==> src/rtl/core/iirl_pkg.sv <==
package iirl_pkg;

	localparam int CAPACITY  = 16;
	localparam int WORD_BITS = 32;

	// fixed field widths of the ports
	localparam int POS_BITS  = 5;
	localparam int LEN_BITS  = 5;
	localparam int DATA_BITS = 32;

	localparam int IDX_BITS = (CAPACITY > 1) ? $clog2(CAPACITY) : 1;
	localparam int CNT_BITS = $clog2(CAPACITY + 1);
	localparam int CMP_BITS = (CNT_BITS > POS_BITS) ? CNT_BITS : POS_BITS;

	typedef enum logic [1:0] {
		KIND_INSERT = 2'd0,
		KIND_REMOVE = 2'd1,
		KIND_CLEAR  = 2'd2,
		KIND_READ   = 2'd3
	} kind_t;

	typedef enum logic [1:0] {
		ST_OK      = 2'd0,
		ST_BAD_POS = 2'd1,
		ST_FULL    = 2'd2
	} status_t;

	// command broadcast to every cell in the row
	typedef struct packed {
		logic                 ins_en;
		logic                 rem_en;
		logic [CMP_BITS-1:0]  pos;
		logic [WORD_BITS-1:0] word;
	} cell_cmd_t;

	function automatic logic [WORD_BITS-1:0] narrow_word(input logic signed [DATA_BITS-1:0] w);
		logic signed [63:0] t;
		t = 64'(w);
		return t[WORD_BITS-1:0];
	endfunction

	function automatic logic signed [DATA_BITS-1:0] widen_word(input logic [WORD_BITS-1:0] w);
		logic signed [63:0] t;
		t = 64'(signed'(w));
		return t[DATA_BITS-1:0];
	endfunction

endpackage

==> src/rtl/core/iirl_cell.sv <==
module iirl_cell (
	input  logic                            clk,
	input  logic [iirl_pkg::IDX_BITS-1:0]   index,
	input  iirl_pkg::cell_cmd_t             cmd,
	input  logic [iirl_pkg::WORD_BITS-1:0]  left_word,
	input  logic [iirl_pkg::WORD_BITS-1:0]  right_word,
	output logic [iirl_pkg::WORD_BITS-1:0]  word
);

	logic [iirl_pkg::WORD_BITS-1:0] entry_q;
	logic [iirl_pkg::CMP_BITS-1:0]  idx_c;

	assign idx_c = iirl_pkg::CMP_BITS'(index);
	assign word  = entry_q;

	// insert: cells above the slot take the lower neighbor, the slot takes the new word
	// remove: cells from the slot up take the upper neighbor
	always_ff @(posedge clk) begin
		if (cmd.ins_en) begin
			if (idx_c > cmd.pos) begin
				entry_q <= left_word;
			end else if (idx_c == cmd.pos) begin
				entry_q <= cmd.word;
			end
		end else if (cmd.rem_en) begin
			if (idx_c >= cmd.pos) begin
				entry_q <= right_word;
			end
		end
	end

endmodule

==> src/rtl/core/indexed_insert_remove_list.sv <==
// Ordered list of signed words held in a row of shift cells.
// Result: registered at the input transfer, valid in the following cycle.
// Throughput: one operation per cycle unless out_ready stalls; moving cells
// shift in the same cycle, and a read selects the addressed cell through one mux.
// Reset: entry count and output valid clear at once; cell contents stay
// undefined until inserted.
module indexed_insert_remove_list (
	input  logic                                 clk,
	input  logic                                 arst_n,
	input  logic                                 in_valid,
	output logic                                 in_ready,
	input  logic [1:0]                           kind,
	input  logic [iirl_pkg::POS_BITS-1:0]        position,
	input  logic signed [iirl_pkg::DATA_BITS-1:0] data_word,
	output logic                                 out_valid,
	input  logic                                 out_ready,
	output logic [1:0]                           status,
	output logic [iirl_pkg::LEN_BITS-1:0]        length,
	output logic signed [iirl_pkg::DATA_BITS-1:0] read_word
);

	logic [iirl_pkg::WORD_BITS-1:0] cell_word [iirl_pkg::CAPACITY];
	iirl_pkg::cell_cmd_t            cmd;

	logic [iirl_pkg::CNT_BITS-1:0]  count_q;
	logic [iirl_pkg::CNT_BITS-1:0]  count_next;
	logic                           out_valid_q;
	logic [1:0]                     status_q;
	logic [iirl_pkg::LEN_BITS-1:0]  length_q;
	logic signed [iirl_pkg::DATA_BITS-1:0] read_word_q;

	logic                           accept;
	iirl_pkg::kind_t                kind_c;
	iirl_pkg::status_t              status_c;
	logic                           ins_ok;
	logic                           rem_ok;
	logic                           clr;
	logic signed [iirl_pkg::DATA_BITS-1:0] rd_c;
	logic [iirl_pkg::CMP_BITS-1:0]  pos_c;
	logic [iirl_pkg::CMP_BITS-1:0]  cnt_c;

	assign in_ready = !out_valid_q || out_ready;
	assign accept   = in_valid && in_ready;
	assign kind_c   = iirl_pkg::kind_t'(kind);
	assign pos_c    = iirl_pkg::CMP_BITS'(position);
	assign cnt_c    = iirl_pkg::CMP_BITS'(count_q);

	always_comb begin
		status_c = iirl_pkg::ST_OK;
		ins_ok   = 1'b0;
		rem_ok   = 1'b0;
		clr      = 1'b0;
		rd_c     = '0;
		case (kind_c)
			iirl_pkg::KIND_INSERT: begin
				if (pos_c > cnt_c) begin
					status_c = iirl_pkg::ST_BAD_POS;
				end else if (count_q == iirl_pkg::CNT_BITS'(iirl_pkg::CAPACITY)) begin
					status_c = iirl_pkg::ST_FULL;
				end else begin
					ins_ok = 1'b1;
				end
			end
			iirl_pkg::KIND_REMOVE: begin
				if (pos_c >= cnt_c) begin
					status_c = iirl_pkg::ST_BAD_POS;
				end else begin
					rem_ok = 1'b1;
				end
			end
			iirl_pkg::KIND_CLEAR: begin
				clr = 1'b1;
			end
			iirl_pkg::KIND_READ: begin
				if (pos_c >= cnt_c) begin
					status_c = iirl_pkg::ST_BAD_POS;
				end else begin
					// pos below count, so it fits the cell index
					rd_c = iirl_pkg::widen_word(cell_word[pos_c[iirl_pkg::IDX_BITS-1:0]]);
				end
			end
			default: begin
				status_c = iirl_pkg::ST_OK;
			end
		endcase
	end

	always_comb begin
		count_next = count_q;
		if (ins_ok) begin
			count_next = count_q + 1'b1;
		end else if (rem_ok) begin
			count_next = count_q - 1'b1;
		end else if (clr) begin
			count_next = '0;
		end
	end

	assign cmd.ins_en = accept && ins_ok;
	assign cmd.rem_en = accept && rem_ok;
	assign cmd.pos    = pos_c;
	assign cmd.word   = iirl_pkg::narrow_word(data_word);

	for (genvar g = 0; g < iirl_pkg::CAPACITY; g++) begin : g_cell
		logic [iirl_pkg::WORD_BITS-1:0] left_w;
		logic [iirl_pkg::WORD_BITS-1:0] right_w;

		if (g == 0) begin : g_first
			assign left_w = '0;
		end else begin : g_mid_l
			assign left_w = cell_word[g-1];
		end

		if (g == iirl_pkg::CAPACITY - 1) begin : g_last
			assign right_w = '0;
		end else begin : g_mid_r
			assign right_w = cell_word[g+1];
		end

		iirl_cell u_cell (
			.clk        (clk),
			.index      (iirl_pkg::IDX_BITS'(g)),
			.cmd        (cmd),
			.left_word  (left_w),
			.right_word (right_w),
			.word       (cell_word[g])
		);
	end

	always_ff @(posedge clk or negedge arst_n) begin
		if (!arst_n) begin
			count_q     <= '0;
			out_valid_q <= 1'b0;
		end else begin
			if (accept) begin
				count_q <= count_next;
			end
			if (in_ready) begin
				out_valid_q <= in_valid;
			end
		end
	end

	always_ff @(posedge clk) begin
		if (accept) begin
			status_q    <= status_c;
			length_q    <= iirl_pkg::LEN_BITS'(count_next);
			read_word_q <= rd_c;
		end
	end

	assign out_valid = out_valid_q;
	assign status    = status_q;
	assign length    = length_q;
	assign read_word = read_word_q;

endmodule

==> config.mk <==
export PLATFORM = sky130hd
export DESIGN_NAME = indexed_insert_remove_list
export DESIGN_NICKNAME = d
export VERILOG_FILES = /design/src/rtl/core/iirl_pkg.sv /design/src/rtl/core/iirl_cell.sv /design/src/rtl/core/indexed_insert_remove_list.sv
export SDC_FILE = /design/constraint.sdc
export NUM_CORES = 1
export LEC_CHECK = 0
export BUFFER_PORTS_ARGS = -buffer_cell sky130_fd_sc_hd__buf_2
export CELL_PAD_IN_SITES_DETAIL_PLACEMENT = 0
export CELL_PAD_IN_SITES_GLOBAL_PLACEMENT = 1
export CORE_UTILIZATION = 46
export DETAILED_ROUTE_END_ITERATION = 6
export HOLD_SLACK_MARGIN = 0.03
export PLACE_DENSITY_LB_ADDON = 0.1
export SKIP_LAST_GASP = 1
export SLEW_MARGIN = 20
export SYNTH_ARGS = -nofsm -noshare
export SYNTH_HDL_FRONTEND = slang
export SYNTH_HIERARCHICAL = 1
export SYNTH_SLANG_ARGS = --single-unit
==> constraint.sdc <==
create_clock -name clk -period 5.2 [get_ports clk]
set_input_delay 0.52 -clock clk [delete_from_list [all_inputs] [get_ports clk]]
set_output_delay 0.52 -clock clk [all_outputs]
set_load 0.05 [all_outputs]
==> flow_summary_export.csv, run 1 <==
group,metric,value,unit
synthesis,yosys_warnings,6,
worst_setup_path,path_cells,"inv_1 -> ha_1 -> nor2b_1 -> o31ai_2 -> a22o_1 -> and3_4 -> buf_12 -> buf_12 -> nor2_1 -> a31oi_1",
worst_setup_path,worstSetupPathType,"reg2reg",
timing,slew_headroom,21.4,%
die,pin_count,84,
worst_setup_path,worst_setup_path_end_kind,"flop",
grt,antenna_found_initial,9,
grt,track_usage,33.8,%
timing,max_freq,0.268,GHz
die,die_area,80600,sq um
cells_and_area,seqCellArea,16700,sq um
timing,max_slew.worst_pin.slew,1.18,ns
synthesis,synth_edf_count,551,
die,core_area,78000,sq um
grt,grt_max_degree,165,
timing,fin_ws,1.46,ns
route,wirelength,139000,microns
synthesis,yosysTopAreaCell,"edfxtp_1",
die,die_w,284,microns
clock_network,cts_max_path_buffers,3,
hold_path,hold_path.class,"in2reg",
clock_network,clock-sinks,557,
cells_and_area,syn_to_final_growth,8.19,%
route,drc_errors,0,
worst_setup_path,arrival,4.18,ns
run,maxCapViolations,0,
timing,rsz0062_at_grt,"false",
cells_and_area,stdcell_count,4701,
worst_setup_path,cp.required,5.65,ns
timing,final-hold-violation-count,0,
synthesis,synthCells,3604,
timing,final-setup-viol-count,0,
synthesis,ys_async_sr_fraction,1.08,%
die,dieHeight,284,microns
synthesis,yosys-top-cells-area,"edfxtp_1 45%, mux4_2 9.9%, a31oi_1 8.8%, o21ai_0 6.5%, nor2_1 5.6%",
die,initial_core_util,46.9,%
route,drtIter0Drc,5418,
power_and_ir_drop,p_leak,13.1,nW
clock_network,cts_tree,"done",
cells_and_area,multi_input_area,17800,sq um
clock_network,clk_pin_slew,0.06,ns
synthesis,yosys_register_bits,557,
synthesis,synth_area,36500,sq um
synthesis,synth_top_flop_cell,"edfxtp_1",
hold_path,worstHoldPathCells,2,
outcome,outcome,"complete, no violations",
synthesis,yosysMostFrequentCell,"edfxtp_1",
timing,fin_crit,3.74,ns
timing,fin_crit_sh,71.9,%
route,dr.pass1.iters,7,
placement,place.port_buffers,83,
synthesis,avgSynthCellArea,10.1,sq um
worst_setup_path,crit_fanout,164,
cells_and_area,drive_above_1_share,16.9,%
placement,dp_cells,4584,
clock_network,clock_latency,0.61,ns
route,vias,32069,
grt,grt_pass1_vias,30510,
clock_network,cts-root-buf,"clkbuf_16",
clock_network,cts_resized,0,
route,wl_per_cell,29.6,microns
synthesis,synth-seq-area-share,45.7,%
clock_network,h-tree-depth,3,
worst_setup_path,critPathLaunchType,"flop",
timing,slew_viol_final,0,
worst_setup_path,max_stage_delay,0.57,ns
placement,preCtsSetupSlack,1.03,ns
timing,tns,0,ns
timing,clock_skew,0.0157,ns
worst_setup_path,path_depth,10,
synthesis,yosys-top-cells-count,"551 x edfxtp_1, 546 x nor2_1, 515 x a31oi_1",
grt,grt_pass1_wl,204000,microns
grt,gr-total-overflow,0,
worst_setup_path,crit_slowest_cell,"and3_4",
worst_setup_path,path_buf_inv,3,
route,via_per_inst,6.82,
cells_and_area,final_net_count,3729,
synthesis,synth.distinct_cells,49,
placement,globalplace.congestion,0.896,
worst_setup_path,cp_common_cell,"buf_12",
worst_setup_path,path_delay_family,"buffers and inverters",
worst_setup_path,rr_worst_depth,10,
power_and_ir_drop,irDropWorstVdd,213,uV
route,ant_nets,0,
synthesis,netlist.area_leader.share,45.3,%
placement,hpwl,86100,microns
die,std_cell_rows,102,
cells_and_area,final.fill_count,7000,
cells_and_area,fin_area,39500,sq um
clock_network,cts_buffers,68,
placement,dpl_cell_area,37500,sq um
power_and_ir_drop,power_density,305,nW/um^2
area by class of cell:
cell class / count / area share, %
timing repair buffer: 185 / 3.52
antenna: 2 / 0.0127
inverter: 103 / 0.978
multi-input combinational: 2700 / 44.9
tap: 1040 / 3.29
clock buffer: 85 / 4.63
sequential: 557 / 42.2
clock inverter: 29 / 0.399
path summary, 6_finish.rpt:
kind	startpoint	to	slack, ns
worst min register to register	cnt_c[3]	cnt_c[3]	0.53
max in group asynchronous	arst_n	cnt_c[2]	4.75
min in group asynchronous	arst_n	out_valid	0.28
worst min-delay path	in_valid	out_valid	0.12
worst max register to register	cnt_c[1]	g_cell[8].u_cell/word[1]	1.46
worst max-delay path	cnt_c[1]	g_cell[8].u_cell/word[1]	1.46
repair_timing:
| item | 4_1_cts | 5_1_grt |
|---|---|---|
| hold endpoints to repair | 6 | 0 |
| buffers inserted | 0 | 0 |
| hold buffers | 1 | 0 |
registers in the layout, summed over array words and instances, names as in the netlist:
name,cells
out_valid,1
cnt_c,5
read_word,32
length,5
g_cell.u_cell/word,512
status,2
power breakdown:
| part | switching, mW | leakage, nW | internal [mW] |
|---|---|---|---|
| clock | 1.95 | 0.968 | 2.52 |
| combinational | 1.61 | 7.01 | 0.703 |
| sequential | 0.126 | 5.07 | 5.15 |
cells in the final DEF, fill, tap and decap left out, types with 11 or more instances in the layout:
cell         n
nand2b_1    19
nor2_2      15
clkbuf_16   71
buf_12      15
o21ai_0    478
nor2b_1     40
a31oi_1    515
buf_2       80
edfxtp_1   551
nand2_1     57
inv_1      102
a21oi_1     19
o21ai_1     40
a211oi_2    16
clkinv_1    17
ha_1        71
buf_4       87
clkbuf_1    14
nand3_1    405
conb_1     128
nor3_2      11
mux4_2     160
nand3_2    110
a21oi_4     16
nor2_1     535
layer usage:
layer / up-vias / global-route usage, % / routed length [microns]
met2: 2330 / 51.8 / 62600
met5: - / 0 / 19
met3: 330 / 9.54 / 18000
met4: 4 / 12.1 / 4200
met1: 15750 / 45.6 / 54200
li1: 13655 / - / -
stage by stage:
stage | hold slack (ns) | utilization [%] | power (mW)
2_1_floorplan | 0.224 | - | 6.94
3_3_place_gp | 0.372 | 48.1 | 7.53
3_5_place_dp | 0.370 | 48.1 | 7.60
4_1_cts | 0.0910 | 50.7 | 12.0
5_1_grt | 0.127 | 50.7 | 12.4
6_report | 0.118 | 50.7 | 12.1
kinds of logic (layout without fill, tap and decap cells):
family	count (synthesis)	count (layout)	synth area share [%]
AO/OA/AOI/OAI	1097	1097	17.3
adder cells (fa/ha/maj)	71	71	2.43
buffers and inverters	473	402	7.78
flip-flops	557	557	45.7
multiplexers	162	162	9.92
other	2	130	0.0206
AND/OR/NAND/NOR	1242	1242	16.9
(Power assumes the default switching activity.)
==> run 2: changes to the inputs <==
--- a/config.mk
+++ b/config.mk
@@ -5,6 +5,7 @@
 export SDC_FILE = /design/constraint.sdc
 export NUM_CORES = 1
 export LEC_CHECK = 0
+export ABC_AREA = 1
 export BUFFER_PORTS_ARGS = -buffer_cell sky130_fd_sc_hd__buf_2
 export CELL_PAD_IN_SITES_DETAIL_PLACEMENT = 0
 export CELL_PAD_IN_SITES_GLOBAL_PLACEMENT = 1
==> constraint.sdc (replaced) <==
create_clock -name clk -period 3.92 [get_ports clk]
set_input_delay 0.392 -clock clk [delete_from_list [all_inputs] [get_ports clk]]
set_output_delay 0.392 -clock clk [all_outputs]
set_load 0.05 [all_outputs]
==> run 2 against run 1 <==
  * Largest cell class unchanged
  * Clock power rose by 48%
  * The flow now finishes with violations (design-rule violations)
  * Final cell count rose by 53%
  * First-iteration DRC count shrank 37%
  * Sequential share of layout area decreased by 5.0 points
  * Global-route usage decreased by 6.2 points
  * Worst hold slack is essentially flat
  * Cell area rose by 13%
  * Maximum frequency up 12%
  * Wire length decreased by 9.5%
  * Sequential power rose by 35%
  * Synthesized area up 13%
==> flow_summary_export.csv, run 2 <==
group,metric,value,unit
placement,hpwl,87400,microns
placement,place.port_buffers,83,
synthesis,synth_edf_count,551,
route,ant_nets,0,
cells_and_area,final_cell_mix,"1,766 x nand2_1, 1,199 x inv_1, 1,059 x nand3_1",
timing,fin_crit,3.35,ns
route,wirelength,126000,microns
worst_setup_path,r2r_setup_slack,0.57,ns
synthesis,yosysTopAreaCell,"edfxtp_1",
synthesis,avgSynthCellArea,6.93,sq um
run,maxCapViolations,0,
synthesis,yosysMostFrequentCell,"nand2_1",
grt,grt_use_met1,41.6,%
synthesis,synth_area,41400,sq um
power_and_ir_drop,irDropWorstVdd,257,uV
worst_setup_path,rr_worst_depth,13,
timing,final-hold-violation-count,0,
synthesis,synthCells,5969,
timing,final-setup-viol-count,0,
synthesis,synth_top_flop_cell,"edfxtp_1",
worst_setup_path,cp.required,4.41,ns
cells_and_area,drive_above_1_share,6.26,%
clock_network,h-tree-depth,3,
outcome,violations,"design-rule violations",
route,drtIter0Drc,3429,
route,vias,36117,
synthesis,synth-seq-area-share,40.4,%
worst_setup_path,r2r-end,"g_cell[3].u_cell/word[12]",
route,wl_per_cell,17.5,microns
synthesis,netlist.area_leader.share,40.0,%
grt,grt_pass1_vias,34301,
timing,tns,0,ns
clock_network,cts_tree,"done",
grt,busiest_layer,"met2",
worst_setup_path,worstSetupPathType,"reg2reg",
worst_setup_path,critPathLaunchType,"flop",
clock_network,cts_max_path_buffers,3,
timing,slew_headroom,28.5,%
route,drc_errors,4,
timing,max_slew.worst_pin.slew,1.07,ns
cells_and_area,layout_commonest_cell,"nand2_1",
synthesis,ys_async_sr_fraction,1.08,%
grt,antenna_found_initial,2,
timing,max_freq,0.299,GHz
timing,hold_ws,0.118,ns
grt,grt_use_met2,42.2,%
clock_network,clk_pin_slew,0.06,ns
route,dr.pass1.iters,7,
clock_network,cts_buffers,72,
placement,globalplace.congestion,0.828,
timing,slew_viol_final,0,
synthesis,yosys_warnings,6,
hold_path,hold_path.class,"in2async",
clock_network,clock_latency,0.65,ns
synthesis,yosys_register_bits,557,
worst_setup_path,arrival,3.84,ns
worst_setup_path,worstReg2RegStart,"cnt_c[2]",
grt,grt_max_degree,128,
worst_setup_path,worst_setup_path_end_kind,"flop",
clock_network,clock-sinks,557,
die,dieHeight,302,microns
die,initial_core_util,46.6,%
grt,track_usage,27.5,%
cells_and_area,largest_register_ffs,512,
route,via_per_inst,5.02,
timing,rsz0062_at_grt,"false",
timing,fin_crit_sh,85.4,%
die,die_w,302,microns
grt,grt_pass1_wl,201000,microns
die,pin_count,84,
outcome,outcome,"finished with violations",
grt,use_met3,3.23,%
clock_network,cts-root-buf,"clkbuf_16",
synthesis,synth.distinct_cells,38,
die,core_area,88800,sq um
die,std_cell_rows,109,
worst_setup_path,crit_fanout,74,
grt,gr-total-overflow,0,
cells_and_area,fin_util,50.5,%
synthesis,yosys-top-cells-count,"1,766 x nand2_1, 1,200 x inv_1, 1,059 x nand3_1",
die,die_area,91100,sq um
synthesis,yosys-top-cells-area,"edfxtp_1 40%, nand2_1 16%, nand3_1 13%, inv_1 11%, nor2_1 3.5%",
cells_and_area,syn_to_final_growth,8.46,%
power_and_ir_drop,p_leak,22.8,nW
cells_and_area,final_net_count,6081,
clock_network,post_cts_buffers,0,
power_and_ir_drop,power_density,389,nW/um^2
timing,clock_skew,0.0205,ns
## run 2: layer usage
metal	vias up	wire (microns)
met3	134	7340
li1	18613	-
met4	0	2220
met1	16323	62200
met2	1047	54100
met5	-	0
## run 2: where the power goes
part / internal (mW) / switching, mW / total (mW)
Sequential: 6.94 / 0.185 / 7.12
Clock: 3.85 / 2.76 / 6.61
Combinational: 1.03 / 2.66 / 3.69
## run 2: layout make-up
cell class	count	area [sq um]
diodes	1	2.50
clock buffers	88	1950
clock inverters	41	335
fillers	8939	43900
inverters	1202	4520
multi-input cells	3974	18800
flip-flops and latches	557	16700
well taps	1165	1460
repair buffers	160	1110
## run 2: how the worst max path moves through the flow
stage / startpoint / endpoint / slack (ns)
detailed placement: cnt_c[2] / g_cell[3].u_cell/word[12] / 0.61
finish: cnt_c[2] / g_cell[3].u_cell/word[12] / 0.57
CTS: cnt_c[2] / g_cell[3].u_cell/word[12] / 0.61
global route: cnt_c[2] / g_cell[1].u_cell/word[19] / 0.32
global placement: position[4] / g_cell[0].u_cell/word[14] / 0.69
floorplan: position[0] / g_cell[10].u_cell/word[0] / 0.14
## run 2: worst max-delay path: stages (launching register included)
cell	delay [ns]
dfrtp_1	0.45
inv_1	0.15
ha_1	0.31
nand2_1	0.07
nor2_1	0.06
nand2_1	0.07
nand3_1	0.14
nand2_1	0.12
nand3_1	0.24
nor2_4	0.23
buf_12	0.27
buf_4	0.75
nand3_1	0.18
nand2_1	0.11
## run 2: metrics by stage
step	instance area, sq um	cells	setup slack, ns	total power [mW]
floorplan	42000	6095	0.142	9.98
global placement	42600	7056	0.690	10.9
detailed placement	42600	7056	0.614	10.9
CTS	44900	7187	0.606	17.6
global route	44900	7188	0.322	18.2
finish	44900	7188	0.570	17.4
## run 2: cells by family after synthesis
| logic type | share of synthesized area (%) |
|---|---|
| and+or+nand+nor | 35.1 |
| buffers and inverters | 16.1 |
| DFF | 40.4 |
| AOI/OAI and AO/OA | 5.63 |
| adders and majority gates | 2.15 |
| muxes | 0.581 |
| xor gates and xnor gates | 0.106 |
| other | 0.0182 |
## run 2: timing repair
action / 4_1_cts / 5_1_grt
resized for setup: 0 / 0
hold buffers: 2 / 0
hold endpoints to repair: 7 / 0
